### config.mk
export PLATFORM = sky130hd
export DESIGN_NAME = rgb_hsv_color_converter_top
export DESIGN_NICKNAME = d
export VERILOG_FILES = /design/src/design/rhcc_pkg.sv /design/src/design/rhcc_div.sv /design/src/design/rgb_hsv_color_converter_top.sv
export SDC_FILE = /design/constraint.sdc
export NUM_CORES = 2
export LEC_CHECK = 0
export BUFFER_PORTS_ARGS = -buffer_cell sky130_fd_sc_hd__buf_2
export CAP_MARGIN = 10
export CORE_UTILIZATION = 30
export DETAILED_ROUTE_END_ITERATION = 10
export HOLD_SLACK_MARGIN = 0.03
export PLACE_DENSITY = 0.44
export SYNTH_ARGS = -nofsm -noshare
export SYNTH_HDL_FRONTEND = slang
export SYNTH_SLANG_ARGS = --single-unit
### constraint.sdc
create_clock -name clk -period 14.6 [get_ports clk]
set_input_delay 0.73 -clock clk [delete_from_list [all_inputs] [get_ports clk]]
set_output_delay 0.73 -clock clk [all_outputs]
set_load 0.03 [all_outputs]
### src/design/rhcc_pkg.sv
package rhcc_pkg;

  localparam int CHAN_W = 8;
  localparam int HUE_W  = 11;
  localparam int QUO_W  = 10;
  localparam int NUM_W  = 17;

  // commands
  localparam logic CMD_RGB2HSV = 1'b0;
  localparam logic CMD_HSV2RGB = 1'b1;

  // which channel holds the maximum
  localparam logic [1:0] MAXCH_RED   = 2'd0;
  localparam logic [1:0] MAXCH_GREEN = 2'd1;
  localparam logic [1:0] MAXCH_BLUE  = 2'd2;

  localparam logic [CHAN_W-1:0] CHAN_MAX  = 8'd255;
  localparam logic [15:0]       MS_CONST  = 16'd65280;   // chan max times sector steps
  localparam logic [23:0]       HALF_MS   = 24'd32640;
  localparam logic [HUE_W-1:0]  HUE_TURN  = 11'd1536;
  localparam logic [HUE_W-1:0]  BASE_RED  = 11'd1280;
  localparam logic [HUE_W-1:0]  BASE_GRN  = 11'd256;
  localparam logic [HUE_W-1:0]  BASE_BLU  = 11'd768;

  typedef struct packed {
    logic              command;
    logic [CHAN_W-1:0] red_in;
    logic [CHAN_W-1:0] green_in;
    logic [CHAN_W-1:0] blue_in;
    logic [HUE_W-1:0]  hue_in;
    logic [CHAN_W-1:0] sat_in;
    logic [CHAN_W-1:0] val_in;
  } rhcc_in_t;

  typedef struct packed {
    logic [CHAN_W-1:0] red_out;
    logic [CHAN_W-1:0] green_out;
    logic [CHAN_W-1:0] blue_out;
    logic [HUE_W-1:0]  hue_out;
    logic [CHAN_W-1:0] sat_out;
    logic [CHAN_W-1:0] val_out;
  } rhcc_out_t;

  // floor(z / 255), exact for z up to 65279
  function automatic logic [CHAN_W-1:0] div255(input logic [15:0] z);
    logic [16:0] acc;
    acc = 17'(z) + 17'(z[15:8]) + 17'd1;
    return acc[15:8];
  endfunction

endpackage

### src/design/rhcc_div.sv
// restoring divider, three register stages, quotient bits 4 + 3 + 3
module rhcc_div (
  input  logic                           clk,
  input  logic [rhcc_pkg::NUM_W-1:0]     num,
  input  logic [rhcc_pkg::CHAN_W-1:0]    den,
  output logic [rhcc_pkg::QUO_W-1:0]     quo
);

  logic [17:0] rem_a;
  logic [17:0] trial_a;
  logic [3:0]  q_a;
  logic [13:0] rem_b;
  logic [13:0] trial_b;
  logic [2:0]  q_b;
  logic [10:0] rem_c;
  logic [10:0] trial_c;
  logic [2:0]  q_c;

  logic [13:0] a_rem_nxt, a_rem_r;
  logic [7:0]  a_den_r;
  logic [3:0]  a_quo_nxt, a_quo_r;
  logic [10:0] b_rem_nxt, b_rem_r;
  logic [7:0]  b_den_r;
  logic [6:0]  b_quo_nxt, b_quo_r;
  logic [9:0]  c_quo_nxt, c_quo_r;

  // quotient bits 9..6
  always_comb begin
    rem_a   = {1'b0, num};
    q_a     = '0;
    trial_a = '0;
    for (int i = 0; i < 4; i++) begin
      trial_a = {10'b0, den} << (9 - i);
      if (rem_a >= trial_a) begin
        rem_a      = rem_a - trial_a;
        q_a[3 - i] = 1'b1;
      end
    end
    a_rem_nxt = rem_a[13:0];
    a_quo_nxt = q_a;
  end

  // quotient bits 5..3
  always_comb begin
    rem_b   = a_rem_r;
    q_b     = '0;
    trial_b = '0;
    for (int i = 0; i < 3; i++) begin
      trial_b = {6'b0, a_den_r} << (5 - i);
      if (rem_b >= trial_b) begin
        rem_b      = rem_b - trial_b;
        q_b[2 - i] = 1'b1;
      end
    end
    b_rem_nxt = rem_b[10:0];
    b_quo_nxt = {a_quo_r, q_b};
  end

  // quotient bits 2..0
  always_comb begin
    rem_c   = b_rem_r;
    q_c     = '0;
    trial_c = '0;
    for (int i = 0; i < 3; i++) begin
      trial_c = {3'b0, b_den_r} << (2 - i);
      if (rem_c >= trial_c) begin
        rem_c      = rem_c - trial_c;
        q_c[2 - i] = 1'b1;
      end
    end
    c_quo_nxt = {b_quo_r, q_c};
  end

  always_ff @(posedge clk) begin
    a_rem_r <= a_rem_nxt;
    a_den_r <= den;
    a_quo_r <= a_quo_nxt;
    b_rem_r <= b_rem_nxt;
    b_den_r <= a_den_r;
    b_quo_r <= b_quo_nxt;
    c_quo_r <= c_quo_nxt;
  end

  assign quo = c_quo_r;

endmodule

### src/design/rgb_hsv_color_converter_top.sv
// path: a word taken at a clock edge passes the stage 1 to 4 registers and the output register
//   before it is on the result ports for the receiver to take
// throughput: one word per cycle, busy never rises; five register stages, the
//   rgb to hsv quotients go through two 3-stage restoring dividers
// reset: synchronous active-low rst_n clears the valid chain only, words in flight are dropped
// the receiver cannot stall: out_valid is a one-cycle strobe per word
module rgb_hsv_color_converter_top (
  input  logic                clk,
  input  logic                rst_n,
  input  logic                start,
  output logic                busy,
  input  rhcc_pkg::rhcc_in_t  in_word,
  output logic                out_valid,
  output rhcc_pkg::rhcc_out_t out_word
);

  // ---------------------------------------------------------------
  // valid and command chain, one bit per stage
  // ---------------------------------------------------------------
  logic s1_vld_r, s2_vld_r, s3_vld_r, s4_vld_r, out_valid_r;
  logic s1_cmd_r, s2_cmd_r, s3_cmd_r, s4_cmd_r;

  // ---------------------------------------------------------------
  // stage 1: sort channels, wrap hue, first products
  // ---------------------------------------------------------------
  logic [1:0]  maxch;
  logic [7:0]  mx, mn, mn_rg, chroma;
  logic [9:0]  diff_e;
  logic [10:0] hue_wrap;
  logic [7:0]  frac;

  logic [7:0]  s1_mx_nxt, s1_mx_r;
  logic [7:0]  s1_c_nxt, s1_c_r;
  logic [8:0]  s1_e_nxt, s1_e_r;
  logic [1:0]  s1_maxch_r;
  logic [2:0]  s1_sec_nxt, s1_sec_r;
  logic [15:0] s1_sf_nxt, s1_sf_r;
  logic [15:0] s1_pprod_nxt, s1_pprod_r;
  logic [7:0]  s1_v_r, s1_s_r;

  always_comb begin
    // ties go to red first, then green
    if (in_word.red_in >= in_word.green_in && in_word.red_in >= in_word.blue_in) begin
      maxch = rhcc_pkg::MAXCH_RED;
    end else if (in_word.green_in >= in_word.blue_in) begin
      maxch = rhcc_pkg::MAXCH_GREEN;
    end else begin
      maxch = rhcc_pkg::MAXCH_BLUE;
    end

    mn_rg  = (in_word.red_in <= in_word.green_in) ? in_word.red_in : in_word.green_in;
    mn     = (mn_rg <= in_word.blue_in) ? mn_rg : in_word.blue_in;

    case (maxch)
      rhcc_pkg::MAXCH_RED:   mx = in_word.red_in;
      rhcc_pkg::MAXCH_GREEN: mx = in_word.green_in;
      default:               mx = in_word.blue_in;
    endcase
    chroma = mx - mn;

    // channel difference offset by chroma, lands in 0 .. 2*chroma
    case (maxch)
      rhcc_pkg::MAXCH_RED:
        diff_e = 10'(in_word.green_in) - 10'(in_word.blue_in) + 10'(chroma);
      rhcc_pkg::MAXCH_GREEN:
        diff_e = 10'(in_word.blue_in) - 10'(in_word.red_in) + 10'(chroma);
      default:
        diff_e = 10'(in_word.red_in) - 10'(in_word.green_in) + 10'(chroma);
    endcase

    s1_mx_nxt = mx;
    s1_c_nxt  = chroma;
    s1_e_nxt  = diff_e[8:0];

    // a full turn has the same low bits, only the sector needs the wrap
    hue_wrap = (in_word.hue_in >= rhcc_pkg::HUE_TURN) ?
               (in_word.hue_in - rhcc_pkg::HUE_TURN) : in_word.hue_in;
    frac     = in_word.hue_in[7:0];

    s1_sec_nxt   = hue_wrap[10:8];
    s1_sf_nxt    = 16'(in_word.sat_in) * 16'(frac);
    s1_pprod_nxt = 16'(in_word.val_in) * 16'(rhcc_pkg::CHAN_MAX - in_word.sat_in);
  end

  // ---------------------------------------------------------------
  // rgb to hsv: hue fraction and saturation quotients
  // ---------------------------------------------------------------
  logic [16:0] hue_num, sat_num;
  logic [9:0]  hue_quo, sat_quo;

  // round(256*e/c) and round(255*c/max), ties up
  assign hue_num = {s1_e_r, 8'h00} + 17'(s1_c_r >> 1);
  assign sat_num = {1'b0, s1_c_r, 8'h00} - 17'(s1_c_r) + 17'(s1_mx_r >> 1);

  rhcc_div u_hue_div (
    .clk (clk),
    .num (hue_num),
    .den (s1_c_r),
    .quo (hue_quo)
  );

  rhcc_div u_sat_div (
    .clk (clk),
    .num (sat_num),
    .den (s1_mx_r),
    .quo (sat_quo)
  );

  // rgb side fields that ride along with the divider stages
  logic [7:0] s2_mx_r, s3_mx_r, s4_mx_r;
  logic       s2_cz_r, s3_cz_r, s4_cz_r;
  logic [1:0] s2_maxch_r, s3_maxch_r, s4_maxch_r;

  // ---------------------------------------------------------------
  // hsv to rgb, stage 2: second products and p
  // ---------------------------------------------------------------
  logic [15:0] q_mul, t_mul;
  logic [23:0] s2_qnum_nxt, s2_qnum_r;
  logic [23:0] s2_tnum_nxt, s2_tnum_r;
  logic [7:0]  s2_p_nxt, s2_p_r;
  logic [7:0]  s2_v_r;
  logic [2:0]  s2_sec_r;

  always_comb begin
    // s*(256-f) never exceeds MS, so the 16-bit wrap is exact
    q_mul       = rhcc_pkg::MS_CONST - s1_sf_r;
    t_mul       = rhcc_pkg::MS_CONST - {s1_s_r, 8'h00} + s1_sf_r;
    s2_qnum_nxt = 24'(s1_v_r) * 24'(q_mul);
    s2_tnum_nxt = 24'(s1_v_r) * 24'(t_mul);
    s2_p_nxt    = rhcc_pkg::div255(s1_pprod_r + 16'd127);
  end

  // ---------------------------------------------------------------
  // hsv to rgb, stage 3: divide by 65280 as shift then divide by 255
  // ---------------------------------------------------------------
  logic [23:0] q_sum, t_sum;
  logic [7:0]  s3_q_nxt, s3_q_r, s3_t_nxt, s3_t_r;
  logic [7:0]  s3_p_r, s3_v_r;
  logic [2:0]  s3_sec_r;

  always_comb begin
    q_sum    = s2_qnum_r + rhcc_pkg::HALF_MS;
    t_sum    = s2_tnum_r + rhcc_pkg::HALF_MS;
    s3_q_nxt = rhcc_pkg::div255(q_sum[23:8]);
    s3_t_nxt = rhcc_pkg::div255(t_sum[23:8]);
  end

  // stage 4 just holds the hsv side while the dividers finish
  logic [7:0] s4_p_r, s4_q_r, s4_t_r, s4_v_r;
  logic [2:0] s4_sec_r;

  // ---------------------------------------------------------------
  // stage 5: sector select, hue offset and wrap, output word
  // ---------------------------------------------------------------
  logic [10:0]         hue_base, hue_sum, hue_fin;
  rhcc_pkg::rhcc_out_t out_word_nxt, out_word_r;

  always_comb begin
    case (s4_maxch_r)
      rhcc_pkg::MAXCH_RED:   hue_base = rhcc_pkg::BASE_RED;
      rhcc_pkg::MAXCH_GREEN: hue_base = rhcc_pkg::BASE_GRN;
      default:               hue_base = rhcc_pkg::BASE_BLU;
    endcase
    hue_sum = hue_base + 11'(hue_quo);
    hue_fin = (hue_sum >= rhcc_pkg::HUE_TURN) ? (hue_sum - rhcc_pkg::HUE_TURN) : hue_sum;

    out_word_nxt = '0;
    if (s4_cmd_r == rhcc_pkg::CMD_HSV2RGB) begin
      case (s4_sec_r)
        3'd0: begin
          out_word_nxt.red_out   = s4_v_r;
          out_word_nxt.green_out = s4_t_r;
          out_word_nxt.blue_out  = s4_p_r;
        end
        3'd1: begin
          out_word_nxt.red_out   = s4_q_r;
          out_word_nxt.green_out = s4_v_r;
          out_word_nxt.blue_out  = s4_p_r;
        end
        3'd2: begin
          out_word_nxt.red_out   = s4_p_r;
          out_word_nxt.green_out = s4_v_r;
          out_word_nxt.blue_out  = s4_t_r;
        end
        3'd3: begin
          out_word_nxt.red_out   = s4_p_r;
          out_word_nxt.green_out = s4_q_r;
          out_word_nxt.blue_out  = s4_v_r;
        end
        3'd4: begin
          out_word_nxt.red_out   = s4_t_r;
          out_word_nxt.green_out = s4_p_r;
          out_word_nxt.blue_out  = s4_v_r;
        end
        default: begin
          out_word_nxt.red_out   = s4_v_r;
          out_word_nxt.green_out = s4_p_r;
          out_word_nxt.blue_out  = s4_q_r;
        end
      endcase
    end else begin
      // grey gives hue 0, black gives saturation 0
      out_word_nxt.hue_out = s4_cz_r ? 11'd0 : hue_fin;
      out_word_nxt.sat_out = (s4_mx_r == 8'd0) ? 8'd0 : sat_quo[7:0];
      out_word_nxt.val_out = s4_mx_r;
    end
  end

  // ---------------------------------------------------------------
  // registers
  // ---------------------------------------------------------------
  always_ff @(posedge clk) begin
    if (!rst_n) begin
      s1_vld_r    <= 1'b0;
      s2_vld_r    <= 1'b0;
      s3_vld_r    <= 1'b0;
      s4_vld_r    <= 1'b0;
      out_valid_r <= 1'b0;
    end else begin
      s1_vld_r    <= start && !busy;
      s2_vld_r    <= s1_vld_r;
      s3_vld_r    <= s2_vld_r;
      s4_vld_r    <= s3_vld_r;
      out_valid_r <= s4_vld_r;
    end
  end

  // payload, no reset
  always_ff @(posedge clk) begin
    s1_cmd_r     <= in_word.command;
    s1_mx_r      <= s1_mx_nxt;
    s1_c_r       <= s1_c_nxt;
    s1_e_r       <= s1_e_nxt;
    s1_maxch_r   <= maxch;
    s1_sec_r     <= s1_sec_nxt;
    s1_sf_r      <= s1_sf_nxt;
    s1_pprod_r   <= s1_pprod_nxt;
    s1_v_r       <= in_word.val_in;
    s1_s_r       <= in_word.sat_in;

    s2_cmd_r     <= s1_cmd_r;
    s2_mx_r      <= s1_mx_r;
    s2_cz_r      <= (s1_c_r == 8'd0);
    s2_maxch_r   <= s1_maxch_r;
    s2_qnum_r    <= s2_qnum_nxt;
    s2_tnum_r    <= s2_tnum_nxt;
    s2_p_r       <= s2_p_nxt;
    s2_v_r       <= s1_v_r;
    s2_sec_r     <= s1_sec_r;

    s3_cmd_r     <= s2_cmd_r;
    s3_mx_r      <= s2_mx_r;
    s3_cz_r      <= s2_cz_r;
    s3_maxch_r   <= s2_maxch_r;
    s3_q_r       <= s3_q_nxt;
    s3_t_r       <= s3_t_nxt;
    s3_p_r       <= s2_p_r;
    s3_v_r       <= s2_v_r;
    s3_sec_r     <= s2_sec_r;

    s4_cmd_r     <= s3_cmd_r;
    s4_mx_r      <= s3_mx_r;
    s4_cz_r      <= s3_cz_r;
    s4_maxch_r   <= s3_maxch_r;
    s4_q_r       <= s3_q_r;
    s4_t_r       <= s3_t_r;
    s4_p_r       <= s3_p_r;
    s4_v_r       <= s3_v_r;
    s4_sec_r     <= s3_sec_r;

    out_word_r   <= out_word_nxt;
  end

  // the pipeline never holds, so a new word is always welcome
  assign busy      = 1'b0;
  assign out_valid = out_valid_r;
  assign out_word  = out_word_r;

endmodule

==> summary.txt <==
Clock tree
  – Resize count post-CTS: 0
  – Post-CTS setup buffer count: 0
  – CTS root buf: clkbuf_16
  – # H-tree levels: 2
  – Clock-pin slew on the worst setup and hold paths: 60 ps
  – Hold bufs inserted after CTS: 0
  – CTS tree: built
  – Clock sink count: 387
  – Maximum root-to-sink buffer count: 3
  – Clk Latency, worst-skew pair: 600 ps
  – CTS Buf Count: 48

Yosys
  – Post-Syn Area: 34400 sq um
  – Multiplexer area fraction after synthesis: 0.0340
  – Synth area leader: dfxtp_1
  – Post-synthesis cell type count: 83
  – Avg Cell Area, Syn: 9.05 sq um
  – Synth Area in Compound Gates: 0.122
  – Async set or reset register ratio after synthesis: 0
  – Synth Area in Adders: 0.327
  – Largest family of logic cells by synthesized area: adder cells
  – Synth Area in Simple Gates: 0.160
  – Ys flop type: dfxtp_1
  – Top cell type's share of synthesized area: 0.225
  – Number of synthesized flops with an enable pin: 0
  – Yosys warnings: 0
  – Synth Area in XOR/XNOR: 0.0672
  – Ranking of synthesized cells by area: dfxtp_1 23%, fa_1 17%, ha_1 16%
  – Syn_nets: 4584
  – Synthesized instance count: 3800
  – Sequential share of the synthesized area: 0.225
  – Synthesis-stage register bit count: 387

Drt
  – First-pass DRT Iterations: 5
  – Post-route ant nets: 0
  – DR vias: 25090
  – DRC: 0
  – Post-Route WL: 85.0 mm
  – Drt initial violations: 1251
  – Vias per cell: 4.61
  – DR WL/cell: 15.6 microns

Global routing
  – Overflow after GRT: 0
  – Antenna violations before repair: 5
  – Largest net degree at the start of global routing: 45
  – Gr usage total: 0.149
  – Global-route wire length before repair: 141 mm
  – Vias in the first global route: 26015

Critical path
  – Worst-path maximum fanout: 10
  – Worst path max stage delay: 580 ps
  – R2R Path Start: s1_mx_r[1]$_DFF_P_
  – Origin of the worst setup path: s1_mx_r[1]$_DFF_P_
  – Setup CP Type: flop to flop
  – Critical Path AT: 12430 ps
  – Worst path slowest cell: nor2b_1
  – CP dominant cell by count: nor2b_1
  – Worst setup SP type: flop
  – CP Capture Type: flop
  – CP required: 15070 ps

Cells and area
  – Commonest non-fill, non-tap cell in the layout: inv_1
  – Final cell count without fillers: 5438
  – Share of layout cells above drive strength 1: 0.0759
  – Syn-to-layout area delta: 11.6%
  – Antenna diode count: 0
  – Fin nets: 4687
  – Fill count: 11864
  – Commonest non-fill, non-tap cells in the layout: 509 x inv_1, 445 x ha_1, 387 x dfxtp_1

Floorplan
  – Placeable Area: 113000 sq um
  – Initial Util: 0.304
  – Die height: 341 microns
  – Site row count: 123
  – DIE AREA: 116000 sq um
  – I/O Pins: 108
  – Die X: 341 microns

Timing
  – RSZ-0062 raised after global routing: false
  – Setup TNS: 0 ps
  – Fmax: 0.0836 GHz
  – Worst slew margin relative to its limit: 0.300
  – Final Max Tran Viols: 0
  – Worst Skew: 18.1 ps
  – Final Critical Period: 11960 ps
  – Period utilization: 0.819
  – Final setup fails: 0
  – Final Hold Fails: 0
  – Worst Max-Slew Pin Slew: 1040 ps

Placement
  – RD Place Congestion: 0.819
  – PortBufs: 106
  – Dpl cells: 5353
  – Detail Placement HPWL: 68.7 mm

Status
  – Outcome: finished, final reports clean

Worst hold path
  – Hold Crit Start: in_word[24]
  – Min-delay worst type: input port to flop

Job
  – Max-Cap Viols: 0
-- final timing paths --
| kind | endpoint | slack [ps] | cells after the start |
|---|---|---|---|
| hold reg to reg | s4_p_r[0]$_DFF_P_ | 310 | 0 |
| setup / recovery | u_sat_div.a_rem_r[8]$_DFF_P_ | 2640 | 48 |
| setup reg to reg | u_sat_div.a_rem_r[8]$_DFF_P_ | 2640 | 48 |
| hold / removal | s1_sec_r[0]$_DFF_P_ | 250 | 1 |
-- worst max-delay path: cells and delay by family, from the launching register on --
kind                     cells  cell delay, ps
AO/OA/AOI/OAI               17            3560
XOR/XNOR                     1             250
buffers and inverters        4             540
multiplexers                 4            1330
AND/OR/NAND/NOR             16            3780
adder cells (fa/ha/maj)      6            2010
flip-flops                   1             400
-- state kept, by name, indices dropped and copies added, names as in the netlist, 9 cells and up --
name and flops:
s1_pprod_r 16, s1_e_r 9, out_word 51, u_hue_div.b_rem_r 11, u_sat_div.a_rem_r 14, u_hue_div.quo 10
s2_qnum_r 17, u_hue_div.a_rem_r 14, s1_sf_r 16, u_sat_div.b_rem_r 11, s2_tnum_r 17
-- per-stage QoR --
step / area (sq um) / utilization / worst slack (ps) / hold slack (ps)
floorplan: 34400 / - / 4640 / 310
global placement: 36700 / 0.324 / 2860 / 311
detailed placement: 36700 / 0.324 / 2730 / 312
CTS: 38400 / 0.339 / 2640 / 197
global route: 38400 / 0.339 / 1590 / 213
finish: 38400 / 0.339 / 2640 / 246
-- metal layers --
layer  share of wire  wire (microns)  GRT usage  vias to the layer above
met4           0.015            1270     0.0273                        0
met1            0.54           46200      0.227                    11861
met2            0.41           35000      0.226                      320
met5               0               0          0                        -
met3           0.030            2550     0.0173                       78
li1                -               -          -                    12831
-- Yosys cell counts, types with 41 or more instances --
library cell and instances:
a21o_1 85, a21oi_1 191, and2_1 179, clkbuf_1 70, dfxtp_1 387, fa_1 284
ha_1 445, inv_1 509, mux2_2 59, mux2i_1 49, nand2_1 300, nand2b_1 75
nand3_1 41, nand4_1 46, nor2_1 181, nor2b_1 117, nor3_1 49, o21ai_0 145
xnor2_1 186, xor2_1 78
-- logic make-up after synthesis --
family / Yosys count
fa+ha+maj: 729
mux: 109
other cells: 1
buf+inv: 587
simple gates: 1071
flops: 387
xor+xnor: 264
compound gates: 652
-- cell type report --
| class | instances | area, sq um | share of cell area |
|---|---|---|---|
| Multi-Input combinational cell | 2826 | 24400 | 0.637 |
| Sequential cell | 387 | 7750 | 0.202 |
| Inverter | 509 | 1910 | 0.0498 |
| Tap cell | 1500 | 1880 | 0.0489 |
| Clock buffer | 64 | 1390 | 0.0363 |
| Timing Repair Buffer | 131 | 718 | 0.0187 |
| Clock inverter | 21 | 283 | 0.00737 |
Power is left out: the tool's default activity adds up to more than one toggle a clock period on the data nets, which glitch-free logic cannot reach.
